## src/hw/rtl/enms_pkg.sv

```systemverilog
// Package for the edge non-maximum suppression block.
// Holds the edge class codes and the side-term bundle used by the pipeline.
// Depends on nothing.
package enms_pkg;

    localparam int MagW  = 15;
    localparam int GradW = 16;
    localparam int DiffW = MagW + 1;
    localparam int ProdW = DiffW + GradW + 1;

    typedef logic [1:0] t_edge_class;

    localparam t_edge_class ClassBorder   = 2'd0;
    localparam t_edge_class ClassNoEdge   = 2'd1;
    localparam t_edge_class ClassPossible = 2'd2;

    typedef logic [MagW-1:0] t_mag;

    typedef struct packed {
        logic signed [DiffW-1:0] a1;
        logic signed [DiffW-1:0] b1;
        logic signed [DiffW-1:0] a2;
        logic signed [DiffW-1:0] b2;
    } t_side_terms;

endpackage

```

## src/hw/rtl/enms_if.sv

```systemverilog
// Handshake interfaces for the pixel word and the class word.
// Depends on enms_pkg.
interface enms_pix_if import enms_pkg::*; ();
    logic                    valid;
    logic                    ready;
    logic signed [GradW-1:0] grad_x;
    logic signed [GradW-1:0] grad_y;
    t_mag                    mag_center;
    t_mag                    mag_up;
    t_mag                    mag_down;
    t_mag                    mag_left;
    t_mag                    mag_right;
    t_mag                    mag_up_left;
    t_mag                    mag_up_right;
    t_mag                    mag_down_left;
    t_mag                    mag_down_right;
    logic                    on_border;

    modport source (
        output valid, grad_x, grad_y, mag_center, mag_up, mag_down, mag_left, mag_right,
               mag_up_left, mag_up_right, mag_down_left, mag_down_right, on_border,
        input  ready
    );
    modport sink (
        input  valid, grad_x, grad_y, mag_center, mag_up, mag_down, mag_left, mag_right,
               mag_up_left, mag_up_right, mag_down_left, mag_down_right, on_border,
        output ready
    );
endinterface

interface enms_cls_if import enms_pkg::*; ();
    logic        valid;
    logic        ready;
    t_edge_class edge_class;

    modport source (output valid, edge_class, input ready);
    modport sink (input valid, edge_class, output ready);
endinterface

```

## src/hw/rtl/enms_sector_sel.sv

```systemverilog
// Gradient sector decode and selection of the interpolation differences.
// Purely combinational; depends on enms_pkg.
module enms_sector_sel import enms_pkg::*; (
    input  logic signed [GradW-1:0] i_grad_x,
    input  logic signed [GradW-1:0] i_grad_y,
    input  t_mag                    i_c,
    input  t_mag                    i_up,
    input  t_mag                    i_dn,
    input  t_mag                    i_lf,
    input  t_mag                    i_rt,
    input  t_mag                    i_ul,
    input  t_mag                    i_ur,
    input  t_mag                    i_dl,
    input  t_mag                    i_dr,
    output t_side_terms             o_terms
);

    function automatic logic signed [DiffW-1:0] diff(input t_mag x, input t_mag y);
        diff = $signed({1'b0, x}) - $signed({1'b0, y});
    endfunction

    logic signed [GradW:0] gx_w;
    logic signed [GradW:0] gy_w;
    logic signed [GradW:0] ngx_w;
    logic signed [GradW:0] ngy_w;

    assign gx_w  = {i_grad_x[GradW-1], i_grad_x};
    assign gy_w  = {i_grad_y[GradW-1], i_grad_y};
    assign ngx_w = -gx_w;
    assign ngy_w = -gy_w;

    always_comb begin
        o_terms = '0;
        if (!i_grad_x[GradW-1]) begin
            if (!i_grad_y[GradW-1]) begin
                if (gx_w >= gy_w) begin
                    o_terms = '{diff(i_c, i_lf), diff(i_ul, i_lf),
                                diff(i_c, i_rt), diff(i_dr, i_rt)};
                end else begin
                    o_terms = '{diff(i_up, i_ul), diff(i_up, i_c),
                                diff(i_dn, i_dr), diff(i_dn, i_c)};
                end
            end else begin
                if (gx_w >= ngy_w) begin
                    o_terms = '{diff(i_c, i_lf), diff(i_lf, i_dl),
                                diff(i_c, i_rt), diff(i_rt, i_ur)};
                end else begin
                    o_terms = '{diff(i_dn, i_dl), diff(i_c, i_dn),
                                diff(i_up, i_ur), diff(i_c, i_up)};
                end
            end
        end else begin
            if (!i_grad_y[GradW-1]) begin
                if (ngx_w >= gy_w) begin
                    o_terms = '{diff(i_rt, i_c), diff(i_ur, i_rt),
                                diff(i_lf, i_c), diff(i_dl, i_lf)};
                end else begin
                    o_terms = '{diff(i_ur, i_up), diff(i_up, i_c),
                                diff(i_dl, i_dn), diff(i_dn, i_c)};
                end
            end else begin
                if (ngx_w > ngy_w) begin
                    o_terms = '{diff(i_rt, i_c), diff(i_rt, i_dr),
                                diff(i_lf, i_c), diff(i_lf, i_ul)};
                end else begin
                    o_terms = '{diff(i_dr, i_dn), diff(i_c, i_dn),
                                diff(i_ul, i_up), diff(i_c, i_up)};
                end
            end
        end
    end

endmodule

```

## src/hw/rtl/edge_non_max_suppression.sv

```systemverilog
// Edge non-maximum suppression, top level.
// Throughput is one word per cycle; the ready chain stalls only when the output is held.
// Stages: input register, sector selection register, cross product and class register.
// Reset (synchronous, active low) empties all three stages; no state spans pixels.
// Depends on enms_pkg, enms_if and enms_sector_sel.
module edge_non_max_suppression import enms_pkg::*; (
    input  logic          i_clk,
    input  logic          i_rst_n,
    enms_pix_if.sink      i_pix,
    enms_cls_if.source    o_cls
);

    logic en0;
    logic en1;
    logic en2;

    logic                    r0_valid;
    logic signed [GradW-1:0] r0_gx;
    logic signed [GradW-1:0] r0_gy;
    t_mag                    r0_c;
    t_mag                    r0_up;
    t_mag                    r0_dn;
    t_mag                    r0_lf;
    t_mag                    r0_rt;
    t_mag                    r0_ul;
    t_mag                    r0_ur;
    t_mag                    r0_dl;
    t_mag                    r0_dr;
    logic                    r0_border;

    t_side_terms             n1_terms;
    logic                    r1_valid;
    t_side_terms             r1_terms;
    logic signed [GradW:0]   r1_nx;
    logic signed [GradW-1:0] r1_gy;
    logic                    r1_fixed;
    t_edge_class             r1_fixed_cls;

    logic signed [ProdW-1:0] p1a;
    logic signed [ProdW-1:0] p1b;
    logic signed [ProdW-1:0] p2a;
    logic signed [ProdW-1:0] p2b;
    logic signed [ProdW:0]   m1;
    logic signed [ProdW:0]   m2;
    logic                    m1_pos;
    logic                    m2_neg;
    t_edge_class             n2_cls;
    logic                    r2_valid;
    t_edge_class             r2_cls;

    assign en2 = !r2_valid || o_cls.ready;
    assign en1 = !r1_valid || en2;
    assign en0 = !r0_valid || en1;
    assign i_pix.ready = en0;

    always_ff @(posedge i_clk) begin
        if (!i_rst_n) begin
            r0_valid <= 1'b0;
            r1_valid <= 1'b0;
            r2_valid <= 1'b0;
        end else begin
            if (en0) begin
                r0_valid <= i_pix.valid;
            end
            if (en1) begin
                r1_valid <= r0_valid;
            end
            if (en2) begin
                r2_valid <= r1_valid;
            end
        end
    end

    always_ff @(posedge i_clk) begin
        if (en0 && i_pix.valid) begin
            r0_gx     <= i_pix.grad_x;
            r0_gy     <= i_pix.grad_y;
            r0_c      <= i_pix.mag_center;
            r0_up     <= i_pix.mag_up;
            r0_dn     <= i_pix.mag_down;
            r0_lf     <= i_pix.mag_left;
            r0_rt     <= i_pix.mag_right;
            r0_ul     <= i_pix.mag_up_left;
            r0_ur     <= i_pix.mag_up_right;
            r0_dl     <= i_pix.mag_down_left;
            r0_dr     <= i_pix.mag_down_right;
            r0_border <= i_pix.on_border;
        end
    end

    enms_sector_sel u_sector_sel (
        .i_grad_x (r0_gx),
        .i_grad_y (r0_gy),
        .i_c      (r0_c),
        .i_up     (r0_up),
        .i_dn     (r0_dn),
        .i_lf     (r0_lf),
        .i_rt     (r0_rt),
        .i_ul     (r0_ul),
        .i_ur     (r0_ur),
        .i_dl     (r0_dl),
        .i_dr     (r0_dr),
        .o_terms  (n1_terms)
    );

    always_ff @(posedge i_clk) begin
        if (en1 && r0_valid) begin
            r1_terms     <= n1_terms;
            r1_nx        <= -{r0_gx[GradW-1], r0_gx};
            r1_gy        <= r0_gy;
            r1_fixed     <= r0_border || (r0_c == '0);
            r1_fixed_cls <= r0_border ? ClassBorder : ClassNoEdge;
        end
    end

    // A pixel is kept only when neither side rises above it and the second side falls below.
    assign p1a = r1_terms.a1 * r1_nx;
    assign p1b = r1_terms.b1 * r1_gy;
    assign p2a = r1_terms.a2 * r1_nx;
    assign p2b = r1_terms.b2 * r1_gy;
    assign m1  = {p1a[ProdW-1], p1a} + {p1b[ProdW-1], p1b};
    assign m2  = {p2a[ProdW-1], p2a} + {p2b[ProdW-1], p2b};
    assign m1_pos = !m1[ProdW] && (m1 != '0);
    assign m2_neg = m2[ProdW];

    always_comb begin
        if (r1_fixed) begin
            n2_cls = r1_fixed_cls;
        end else if (!m1_pos && m2_neg) begin
            n2_cls = ClassPossible;
        end else begin
            n2_cls = ClassNoEdge;
        end
    end

    always_ff @(posedge i_clk) begin
        if (en2 && r1_valid) begin
            r2_cls <= n2_cls;
        end
    end

    assign o_cls.valid      = r2_valid;
    assign o_cls.edge_class = r2_cls;

endmodule

```

## src/flat_wrapper.sv

```systemverilog
// flat-port wrapper written by rule: the top's interface ports become plain ports
module edge_non_max_suppression_flat import enms_pkg::*;
  (i_clk, i_rst_n, i_pix_valid, i_pix_grad_x, i_pix_grad_y, i_pix_mag_center, i_pix_mag_up, i_pix_mag_down, i_pix_mag_left, i_pix_mag_right, i_pix_mag_up_left, i_pix_mag_up_right, i_pix_mag_down_left, i_pix_mag_down_right, i_pix_on_border, i_pix_ready, o_cls_valid, o_cls_edge_class, o_cls_ready);
  enms_pix_if i_pix_i ();
  enms_cls_if o_cls_i ();
  input  logic i_clk;
  input  logic i_rst_n;
  input wire logic [$bits(i_pix_i.valid)-1:0] i_pix_valid;
  input wire logic [$bits(i_pix_i.grad_x)-1:0] i_pix_grad_x;
  input wire logic [$bits(i_pix_i.grad_y)-1:0] i_pix_grad_y;
  input wire logic [$bits(i_pix_i.mag_center)-1:0] i_pix_mag_center;
  input wire logic [$bits(i_pix_i.mag_up)-1:0] i_pix_mag_up;
  input wire logic [$bits(i_pix_i.mag_down)-1:0] i_pix_mag_down;
  input wire logic [$bits(i_pix_i.mag_left)-1:0] i_pix_mag_left;
  input wire logic [$bits(i_pix_i.mag_right)-1:0] i_pix_mag_right;
  input wire logic [$bits(i_pix_i.mag_up_left)-1:0] i_pix_mag_up_left;
  input wire logic [$bits(i_pix_i.mag_up_right)-1:0] i_pix_mag_up_right;
  input wire logic [$bits(i_pix_i.mag_down_left)-1:0] i_pix_mag_down_left;
  input wire logic [$bits(i_pix_i.mag_down_right)-1:0] i_pix_mag_down_right;
  input wire logic [$bits(i_pix_i.on_border)-1:0] i_pix_on_border;
  output wire logic [$bits(i_pix_i.ready)-1:0] i_pix_ready;
  output wire logic [$bits(o_cls_i.valid)-1:0] o_cls_valid;
  output wire logic [$bits(o_cls_i.edge_class)-1:0] o_cls_edge_class;
  input wire logic [$bits(o_cls_i.ready)-1:0] o_cls_ready;
  assign i_pix_i.valid = i_pix_valid;
  assign i_pix_i.grad_x = i_pix_grad_x;
  assign i_pix_i.grad_y = i_pix_grad_y;
  assign i_pix_i.mag_center = i_pix_mag_center;
  assign i_pix_i.mag_up = i_pix_mag_up;
  assign i_pix_i.mag_down = i_pix_mag_down;
  assign i_pix_i.mag_left = i_pix_mag_left;
  assign i_pix_i.mag_right = i_pix_mag_right;
  assign i_pix_i.mag_up_left = i_pix_mag_up_left;
  assign i_pix_i.mag_up_right = i_pix_mag_up_right;
  assign i_pix_i.mag_down_left = i_pix_mag_down_left;
  assign i_pix_i.mag_down_right = i_pix_mag_down_right;
  assign i_pix_i.on_border = i_pix_on_border;
  assign i_pix_ready = i_pix_i.ready;
  assign o_cls_valid = o_cls_i.valid;
  assign o_cls_edge_class = o_cls_i.edge_class;
  assign o_cls_i.ready = o_cls_ready;
  edge_non_max_suppression u_core (.i_clk(i_clk), .i_rst_n(i_rst_n), .i_pix(i_pix_i), .o_cls(o_cls_i));
endmodule
```

## config.mk

```make
export PLATFORM = sky130hd
export DESIGN_NAME = edge_non_max_suppression_flat
export DESIGN_NICKNAME = d
export VERILOG_FILES = /design/src/hw/rtl/enms_pkg.sv /design/src/hw/rtl/enms_if.sv /design/src/hw/rtl/enms_sector_sel.sv /design/src/hw/rtl/edge_non_max_suppression.sv /design/src/flat_wrapper.sv
export SDC_FILE = /design/constraint.sdc
export NUM_CORES = 2
export LEC_CHECK = 0
export BUFFER_PORTS_ARGS = -buffer_cell sky130_fd_sc_hd__buf_2
export CORE_UTILIZATION = 35
export CTS_BUF_LIST = sky130_fd_sc_hd__clkbuf_4 sky130_fd_sc_hd__clkbuf_8 sky130_fd_sc_hd__clkbuf_16
export CTS_CLUSTER_SIZE = 28
export DETAILED_ROUTE_END_ITERATION = 16
export GPL_TIMING_DRIVEN = 0
export REMOVE_ABC_BUFFERS = 1
export SLEW_MARGIN = 20
export SYNTH_ARGS = -nofsm -noshare
export SYNTH_HDL_FRONTEND = slang
export SYNTH_HIERARCHICAL = 1
export SYNTH_SLANG_ARGS = --single-unit
```

## constraint.sdc

```tcl
create_clock -name i_clk -period 16.15 [get_ports i_clk]
set_clock_uncertainty 0.05 [all_clocks]
set_input_delay 1.615 -clock i_clk [delete_from_list [all_inputs] [get_ports i_clk]]
set_output_delay 1.615 -clock i_clk [all_outputs]
set_load 0.005 [all_outputs]
```

==> results_dict.tcl <==
set metrics [dict create \
    post-route-drc-count 0 \
    wl_per_cell_um 23.2 \
    critPathKind "reg -> reg" \
    syn-cell-area_mm2 0.0704 \
    num_rows 164 \
    synth_top_family_by_area "adder cells" \
    dieArea_mm2 0.203 \
    seq_area_frac_synth 0.116 \
    whs_ns 0.505 \
    die_h_um 450 \
    synth_warnings 6 \
    io_pins 176 \
    met3_usage 0.0295 \
    hold_viol_final 0 \
    grt_busiest_layer "met2" \
    synth.most_common_cell "inv_1" \
    cts_setup_buffers 0 \
    cap_violations 0 \
    synth-compound-area-share 0.114 \
    ys.flop_type "edfxtp_1" \
    drt-total-wl_mm 239 \
    max-slew-margin-rel 0.163 \
    gp_congestion 0.984 \
    max-clock-path-buffers 3 \
    grt_max_degree 45 \
    period_share 0.613 \
    utilization 0.381 \
    track_usage 0.236 \
    cts_num_sinks 272 \
    synthTopCellsByCount "inv_1 (1,438), fa_1 (1,233), nand2_1 (814)" \
    cts-root-buf "clkbuf_16" \
    synth_top_area_share 0.351 \
    die_w_um 450 \
    hold_path_class "reg -> reg" \
    clk_pin_slew_ns 0.07 \
    vias 55100 \
    final_nets 9774 \
    syn_avg_cell_area_um2 9.14 \
    rsz0062_at_grt "no" \
    antenna_found_initial 7 \
    clk_latency_ns 0.64 \
    numCtsBuffers 28 \
    synthSimpleGateAreaFrac 0.141 \
    synth_edf_count 269 \
    tightest_slew_ns 1.24 \
    fin_crit_ns 9.90 \
    port_buffers 175 \
    stdcell_area_mm2 0.0762 \
    async_reset_ff_frac 0 \
    initial_core_util 0.352 \
    netlist_instances 7704 \
    final-setup-viol-count 0 \
    hold_buffers 0 \
    met1_usage 0.300 \
    grt_pass1_wl_mm 360 \
    muxShareOfSynthArea 0.0110 \
    drt-initial-drc-count 4658 \
    fillers 20100 \
    yosys.area.top_type "fa_1" \
    synth_cell_types 102 \
    synthAdderAreaFrac 0.479 \
    crit_required_ns 16.46 \
    drive_gt1_frac 0.0554 \
    cp.arrival_ns 10.21 \
    use_met2 0.397 \
    grt_pass1_vias 58000 \
    vias_per_cell 5.33 \
    hpwl_mm 204 \
    first_pass_iters 6 \
    path_max_fanout 16 \
    yosys-top-cells-area "fa_1 (35%), ha_1 (13%), edfxtp_1 (11%)" \
    synthXorXnorAreaFrac 0.0425 \
    fmax_ghz 0.101 \
    slew_viol_final 0 \
    status "finished clean" \
    placed_area_mm2 0.0752 \
    grt_overflow_total 0 \
    cts_tree "yes" \
    start_kind "register" \
    worst_setup_path_end_kind "register" \
    core_area_mm2 0.200 \
    ctsResizeCount 0 \
    ant_nets 0 \
    areaGrowthSynthToFinish_pct 8.24 \
    cts-htree-levels 1 \
    ys_ff_latch 272 \
]
flip-flops by register name, summed over array words and instances, names as in the netlist, 16 cells and up:
signal	count
u_core/r1_gy	16
u_core/r0_gx	16
u_core/r0_gy	16
u_core/r1_terms	64
u_core/r1_nx	17
area by class of cell:
type                       instances  area, um2  area share
tap                             2656       3320      0.0436
clock buffer                      31        723     0.00949
inverter                        1439       5400      0.0709
antenna                            3       7.51   0.0000985
timing repair buffer             282       2810      0.0369
sequential                       272       8140       0.107
multi-input combinational       5625      55500       0.729
clock inverter                    21        245     0.00322
worst paths after layout:
kind | start | endpoint | slack [ns] | cells after the start
setup / recovery | u_core/r1_gy[0]$_DFFE_PP_ | u_core/o_cls.edge_class[0]$_DFFE_PP_ | 6.25 | 23
hold / removal | u_core/r0_gy[14]$_DFFE_PP_ | u_core/r1_gy[14]$_DFFE_PP_ | 0.51 | 0
setup reg to reg | u_core/r1_gy[0]$_DFFE_PP_ | u_core/o_cls.edge_class[0]$_DFFE_PP_ | 6.25 | 23
hold reg to reg | u_core/r0_gy[14]$_DFFE_PP_ | u_core/r1_gy[14]$_DFFE_PP_ | 0.51 | 0
worst max-delay path: stages, from the launching register on:
cell and delay (ns):
edfxtp_1 0.68, buf_8 0.28, nand2_1 0.76, inv_1 0.22
fa_1 0.55, inv_1 0.08, fa_1 0.54, fa_1 0.44
fa_1 0.51, fa_1 0.57, fa_1 0.44, fa_1 0.50
inv_1 0.05, fa_1 0.44, ha_1 0.36, nand4_1 0.18
nor3_1 0.65, o2111ai_1 0.38, o211ai_1 0.31, o21ai_0 0.16
a21oi_2 0.61, nand4_1 0.23, nor4_2 0.43, a21oi_1 0.17
routing by layer:
metal  up-vias  share of wire  routed length (um)
met5         -        0.00015                  36
met4         6          0.054               12900
met3       435          0.066               15700
met2      2122           0.48              114000
met1     28100           0.40               96800
li1      24400              -                   -
stage by stage:
| stage | worst slack (ns) | instances | TNS, ns |
|---|---|---|---|
| 2_1_floorplan | 5.23 | 7336 | 0 |
| 3_3_place_gp | -3.91 | 10200 | -136.91 |
| 3_5_place_dp | 6.27 | 10300 | 0 |
| 4_1_cts | 6.26 | 10300 | 0 |
| 5_1_grt | 6.00 | 10300 | 0 |
| 6_report | 6.25 | 10300 | 0 |
logic make-up after synthesis:
| group | after synthesis |
|---|---|
| simple gates | 2045 |
| fa+ha+maj | 1955 |
| buf+inv | 1807 |
| compound gates | 1219 |
| xor+xnor | 338 |
| flops | 272 |
| mux | 68 |
cell usage in the layout, fill, tap and decap left out, drive strengths merged, types with 20 or more instances in the layout:
cell and count:
inv 1446, fa 1233, nand2 814, ha 721
and2 428, a21oi 341, nor2 287, buf 282
edfxtp 269, o21ai 256, xnor2 221, xor2 115
a21o 111, nand2b 98, nor3 97, nor2b 91
a211oi 79, o21a 73, nand3 54, mux2i 49
o211ai 41, nand4 39, or3 31, clkbuf 31
nor4 29, a31oi 29, and3 26, o21bai 25
a221oi 25, o22ai 23, o31a 22, a21boi 20
or2 20
Power is not shown: default switching activity piles up to over one toggle a cycle in this logic, so the estimate is an artifact.
